$ cat src/rtl/cht_pkg.sv
// ---------------------------------------------------------------------------
// cht_pkg
// shared types and constants of the chained hash table engine
// ---------------------------------------------------------------------------
package cht_pkg;
	localparam int BUCKETS_DEF    = 1024;
	localparam int ENTRIES_DEF    = 1024;
	localparam int KEY_BYTES_DEF  = 8;
	localparam int VALUE_BITS_DEF = 32;
	localparam logic [31:0] HASH_SEED = 32'd5381;
	localparam logic [2:0]  MAX_SELECT = 3'd6;

	localparam logic [1:0] OP_SET = 2'd0;
	localparam logic [1:0] OP_GET = 2'd1;
	localparam logic [1:0] OP_REM = 2'd2;

	localparam logic [0:0] REG_SIZE_SELECT = 1'b0;

	typedef enum logic [3:0] {
		ST_CLEAR, ST_IDLE, ST_HASH, ST_HEAD, ST_WALK, ST_ALLOC, ST_RELINK, ST_DONE
	} state_t;
endpackage

$ cat src/rtl/cht_hash.sv
// ---------------------------------------------------------------------------
// cht_hash
// djb2 hash over the key bytes, one byte per cycle
// ---------------------------------------------------------------------------
module cht_hash #(
	parameter int KEY_BYTES = cht_pkg::KEY_BYTES_DEF
) (
	input  logic                   clk,
	input  logic                   arst_n,
	input  logic                   start,
	input  logic [8*KEY_BYTES-1:0] key,
	input  logic [3:0]             len,
	output logic                   done,
	output logic [31:0]            hash
);
	logic [3:0]             cnt_q;
	logic                   busy_q;
	logic [8*KEY_BYTES-1:0] key_q;
	logic [31:0]            h_q;

	always_ff @(posedge clk or negedge arst_n) begin
		if (!arst_n) begin
			busy_q <= 1'b0;
			cnt_q  <= '0;
		end else if (start) begin
			busy_q <= 1'b1;
			cnt_q  <= len;
		end else if (busy_q) begin
			if (cnt_q == 4'd0) busy_q <= 1'b0;
			else cnt_q <= cnt_q - 4'd1;
		end
	end

	always_ff @(posedge clk) begin
		if (start) begin
			key_q <= key;
			h_q   <= cht_pkg::HASH_SEED;
		end else if (busy_q && cnt_q != 4'd0) begin
			h_q   <= (h_q << 5) + h_q + {24'd0, key_q[7:0]};
			key_q <= key_q >> 8;
		end
	end

	assign done = busy_q && (cnt_q == 4'd0);
	assign hash = h_q;
endmodule

$ cat config.mk
export PLATFORM = sky130hd
export DESIGN_NAME = cht_hash
export DESIGN_NICKNAME = d
export VERILOG_FILES = /design/src/rtl/cht_pkg.sv /design/src/rtl/cht_hash.sv
export SDC_FILE = /design/constraint.sdc
export NUM_CORES = 1
export LEC_CHECK = 0
export BUFFER_PORTS_ARGS = -buffer_cell sky130_fd_sc_hd__buf_2
export CORE_UTILIZATION = 45
export DETAILED_ROUTE_END_ITERATION = 7
export PLACE_DENSITY_LB_ADDON = 0.25
export SLEW_MARGIN = 30
export SYNTH_ARGS = -nofsm -noshare
export SYNTH_HDL_FRONTEND = slang
export SYNTH_SLANG_ARGS = --single-unit
$ cat constraint.sdc
create_clock -name clk -period 6.4 [get_ports clk]
set_input_delay 0.32 -clock clk [delete_from_list [all_inputs] [get_ports clk]]
set_output_delay 0.32 -clock clk [all_outputs]
set_load 0.03 [all_outputs]
==> results.ini, run 1 <==
[status]
status = finished, final reports clean

[placed_design]
place.gp.congestion = 0.896
hpwl_microns = 9530
io_buffers = 103

[die]
ios = 104
dieHeight_microns = 117
std_cell_rows = 41
die_area_sq_um = 13600
core-area_sq_um = 12700
die_w_microns = 117
start_util = 0.465

[sta]
worst_pin_slew_ns = 0.808
finalCritPeriodShare = 0.587
finClkSkew_ns = 0.00668
fin_tns_setup_ns = 0
grt_setup_unrepaired = false
final-hold-violation-count = 0
min_period_ns = 3.75
fmax_mhz = 266
setup_viol = 0
max_slew_margin = 0.459
final-max-slew-violation-count = 0

[layout]
seqCellArea_sq_um = 2690
areaGrowthSynthToFinish_pct = 17.2
layout.nets = 752
most-common-layout-cells = buf_2, edfxtp_1, ha_1
layout-drive-gt1-share = 0.300
multi_input_area_sq_um = 3090
fin_util = 0.545
fillers = 1164
final_common_cell = buf_2

[logic_synthesis]
async_flop_share = 0.0495
yosysWarnings = 0
synth_area_leaders = edfxtp_1, ha_1, mux2_2, dfxtp_1, nand2_1
ys_seq_elements = 101
synth_cell_types = 46
synthCells = 522
yosysTopAreaCell = edfxtp_1
synth_top_area_share = 0.325
synth_seq_area_share = 0.455
postSynthAreaPerCell_sq_um = 11.3
syn_area_sq_um = 5910
ys.flop_type = edfxtp_1
synth_edf_count = 64
syn_nets = 656

[clocking]
clock_path_buffers = 2
cts_tree = built
clkLatencyLatePin_ns = 0.35
clk_pin_slew_ns = 0.07
clockRootBuffer = clkbuf_16
numCtsBuffers = 9
clkSinkCount = 101
h-tree-depth = 3

[global_routing]
grt_max_degree = 95
grt_pass1_wl_microns = 20600
antenna_found_initial = 0
track_usage = 0.201
grt_pass1_vias = 4160
overflow = 0

[setup_path]
endpoint = hash[31]
rr_startpoint = hash[0]
cp.arrival_ns = 4.00
r2r_cells = 13
cp_cell_sequence = inv_1 > fa_1 > inv_1 > ha_1 > o21ai_0 > o21ai_0 > nand2_1 > a31oi_1 > a31oi_1 > o21a_1 > o31ai_1 > mux2i_1 > mux2_2
critPathMaxStageDelay_ns = 0.53
cp-end-kind = flop
crit_slowest_cell = fa_1
timing.rr.end = hash[31]
r2r_setup_slack_ns = 2.65
crit_path_start_kind = flop
critPathMaxFanout = 5
worstPathRequired_ns = 6.64
crit_type = flop to flop
critPathLaunch = hash[0]

[routing]
drt-vias-per-instance = 5.38
route.detailed.drc = 0
wl_per_cell_microns = 16.6
firstDrtPassIters = 4
drtIter0Drc = 232
num_vias = 4289
routed_wl_microns = 13200
ant_nets = 0

[job]
maxCapViolations = 0

[power]
p_leak_nw = 3.20
ir_drop_v = 0.000213
power.density_nw_per_um2 = 527

[worst_hold_path]
hold_path.class = input pin to flop

cell usage after synthesis, types with 2 or more instances:
library cell,count
xnor2_1,17
o21a_1,3
o31ai_1,4
nand2b_1,2
edfxtp_1,64
o211ai_1,7
nor2_1,18
inv_1,13
a211oi_1,8
and3_1,6
a31oi_1,6
dfrtp_1,5
a22o_1,5
nand4_1,3
and2_1,10
a21o_1,20
nor3_1,5
clkbuf_1,15
a21oi_1,37
o31a_1,2
a211o_1,2
o21ai_0,13
o21bai_1,4
nor4_1,2
buf_1,8
fa_1,4
a221oi_1,2
xor2_1,10
mux2_2,58
nand3_1,4
dfxtp_1,32
nand2_1,54
ha_1,59
mux2i_1,3
nor2b_1,6
layout make-up:
| type | instances | share of cell area |
|---|---|---|
| clock inverter | 6 | 0.0137 |
| sequential | 101 | 0.388 |
| antenna | 2 | 0.000722 |
| clock buffer | 10 | 0.0330 |
| inverter | 13 | 0.00704 |
| timing repair buffer | 108 | 0.0810 |
| multi-input combinational | 385 | 0.446 |
| tap | 172 | 0.0310 |
how the worst min path moves through the flow:
stage                       from        to  slack [ns]  cells past startpoint
final                     len[2]  cnt_q[2]        0.18                      3
after global routing      len[0]  cnt_q[0]        0.19                      3
after CTS                 len[2]  cnt_q[2]        0.16                      3
after detailed placement  arst_n  cnt_q[3]        0.15                      1
after global placement    arst_n  cnt_q[3]        0.15                      1
after floorplan           arst_n    busy_q        0.02                      0
logic make-up after synthesis:
group	share of synthesized area
and+or+nand+nor	0.0897
AOI/OAI and AO/OA	0.139
xor gates and xnor gates	0.0400
DFF	0.455
muxes	0.116
buffers and inverters	0.0229
adders and majority gates	0.138
what timing repair did:
action                    in CTS  in global routing
gates resized for setup        0                  0
buffers inserted               0                  0
hold endpoints to repair       5                  0
hold buffers                   1                  0
metrics by stage:
step	worst slack, ns	area, sq um	hold WS (ns)	instances	power, mW
after floorplan	2.83	5910	0.0244	522	2.58
after global placement	2.84	6590	0.154	778	2.99
after detailed placement	2.69	6590	0.152	778	3.04
after CTS	2.66	6930	0.165	795	3.67
after global routing	2.34	6930	0.191	795	3.93
final	2.65	6930	0.175	797	3.65
routing by layer:
layer	vias up	global-route usage	share of wire
met2	86	0.329	0.48
met3	14	0.0586	0.050
met5	-	0	0
met1	2048	0.256	0.46
met4	0	0.0633	0.012
li1	2141	-	-
worst max-delay path: cells and delay by family, from the launching register on:
family / cells / cell delay (ns)
simple gates: 1 / 0.10
buf+inv: 2 / 0.12
fa+ha+maj: 2 / 0.88
compound gates: 6 / 1.61
flops: 1 / 0.36
mux: 2 / 0.58
report_power, final:
part	total (mW)	internal [mW]	switching [mW]
combinational	1.94	0.803	1.14
sequential	1.11	0.964	0.143
clock	0.605	0.348	0.257
state kept, by name, indices dropped and copies added (netlist names):
signal  count
key_q      64
hash       32
cnt_q       4
busy_q      1
Note: power is estimated with default switching activity, not from simulation.
==> inputs of run 2 (changes only) <==
==> constraint.sdc (replaced) <==
create_clock -name clk -period 3.6 [get_ports clk]
set_input_delay 0.18 -clock clk [delete_from_list [all_inputs] [get_ports clk]]
set_output_delay 0.18 -clock clk [all_outputs]
set_load 0.03 [all_outputs]
==> results.ini, run 2 (synthesized netlist as in run 1, its figures left out) <==
[sta]
final-max-slew-violation-count = 0
fmax_mhz = 291
min_period_ns = 3.44
final-hold-violation-count = 0
finClkSkew_ns = 0.00707
max_slew_margin = 0.445
setup_viol = 0
finalCritPeriodShare = 0.956
setup_ws_ns = 0.158
worst_pin_slew_ns = 0.832

[global_routing]
track_usage = 0.206
grt_pass1_wl_microns = 21100
overflow = 0
grt_max_degree = 66
grt_pass1_vias = 4230
antenna_found_initial = 0

[layout]
top_register = key_q
stdcell_area_sq_um = 6960
fin_util = 0.547
layout-drive-gt1-share = 0.315
largest_reg_flops = 64
fillers = 1183
num_antenna_cells = 0
most-common-layout-cells = buf_2, edfxtp_1, ha_1
instances_no_fill = 800
layout.nets = 757
areaGrowthSynthToFinish_pct = 17.7
final_common_cell = buf_2

[routing]
routed_wl_microns = 13400
drt-vias-per-instance = 5.38
firstDrtPassIters = 4
num_vias = 4304
route.detailed.drc = 0
wl_per_cell_microns = 16.7
drtIter0Drc = 200
ant_nets = 0

[die]
std_cell_rows = 41
die_area_sq_um = 13600
dieHeight_microns = 117
ios = 104
core-area_sq_um = 12700
start_util = 0.465
die_w_microns = 117

[clocking]
clk_pin_slew_ns = 0.07
numCtsBuffers = 9
clockRootBuffer = clkbuf_16
clkSinkCount = 101
cts_tree = built
h-tree-depth = 3
clkLatencyLatePin_ns = 0.35
clock_path_buffers = 2

[power]
swShare = 0.434
combPwrFrac = 0.552
p_total_mw = 6.50
ir_drop_v = 0.000455
p_switching_mw = 2.82
p_leak_nw = 3.21
power.density_nw_per_um2 = 934
p_clk_frac = 0.145
pwr-share-seq = 0.302
power.internal_mw = 3.68

[setup_path]
crit_type = flop to flop
rr_startpoint = hash[0]
timing.rr.end = hash[28]
r2r_setup_slack_ns = 0.16
critPathLaunch = hash[0]
cp.arrival_ns = 3.67
worstPathRequired_ns = 3.83
cp-end-kind = flop
r2r_cells = 13
crit_path_start_kind = flop
critPathMaxFanout = 5

[placed_design]
place.gp.congestion = 0.892
dpl.cell_count = 782
io_buffers = 103
pre_cts_ws_ns = 0.0850
place_area_sq_um = 6620
hpwl_microns = 9750

[status]
status = finished, final reports clean

[job]
maxCapViolations = 0

[worst_hold_path]
min_to = cnt_q[2]
whs_path_depth = 3
hp-start = len[2]
hold_path.class = input pin to flop

## run 2: cell count changes in the layout (fill, tap and decap cells not counted), moves of 2 or more
cell,before,now
a31oi_1,6,3
a31oi_2,0,3
buf_4,4,10
bufinv_16,2,0
clkinvlp_4,0,2
diode_2,2,0
## run 2: power by group through the flow
| stage | clock network [mW] | logic, mW | registers, mW |
|---|---|---|---|
| global route | 1.02 | 3.96 | 2.02 |
| finish | 0.943 | 3.59 | 1.97 |
| detailed placement | 0 | 3.49 | 1.99 |
| CTS | 0.969 | 3.52 | 1.97 |
| global placement | 0 | 3.44 | 1.98 |
| floorplan | 0 | 2.41 | 2.18 |
## run 2: worst max-delay path, cell delays in order (launching register included)
cell and delay [ns]:
dfxtp_1 0.37, inv_1 0.09, fa_1 0.53, inv_1 0.04, ha_1 0.36, a21oi_2 0.16
nor2_1 0.06, or3_4 0.38, a41oi_4 0.25, o21ai_2 0.09, a221o_2 0.40, a31oi_2 0.21
mux2i_1 0.26, o31ai_2 0.09
## run 2: per-layer routing
layer / GRT usage / vias up / wire, microns / share of wire
li1: - / 2144 / - / -
met5: 0 / - / 0 / 0
met3: 0.0519 / 10 / 555 / 0.042
met2: 0.330 / 84 / 6420 / 0.48
met1: 0.274 / 2066 / 6270 / 0.47
met4: 0.0658 / 0 / 121 / 0.0091
## run 2: area by class of cell
type / count / area [sq um] / area share
multi-input combinational: 385 / 3130 / 0.450
sequential: 101 / 2690 / 0.386
clock buffer: 9 / 225 / 0.0324
inverter: 13 / 48.8 / 0.00701
timing repair buffer: 113 / 596 / 0.0856
clock inverter: 7 / 56.3 / 0.00809
tap: 172 / 215 / 0.0309
## run 2: worst max-delay path by stage
| stage | end | depth (start not counted) |
|---|---|---|
| 2_1_floorplan | hash[30] | 11 |
| 3_3_place_gp | hash[30] | 11 |
| 3_5_place_dp | hash[31] | 13 |
| 4_1_cts | hash[31] | 13 |
| 5_1_grt | hash[28] | 13 |
| 6_report | hash[28] | 13 |
## run 2: metrics by stage
stage	setup TNS, ns	hold slack, ns
6_report	0	0.0354
3_3_place_gp	0	0.0120
3_5_place_dp	0	0.0156
5_1_grt	-0.0620	0.0555
2_1_floorplan	0	-0.116
4_1_cts	0	0.0273
## run 2: timing repair
item                                    CTS  global route
buffers inserted                          0             1
endpoints found under the hold margin     5             0
endpoints found under the setup margin    0             3
hold buffers                              1             0
resized for setup                         0             8
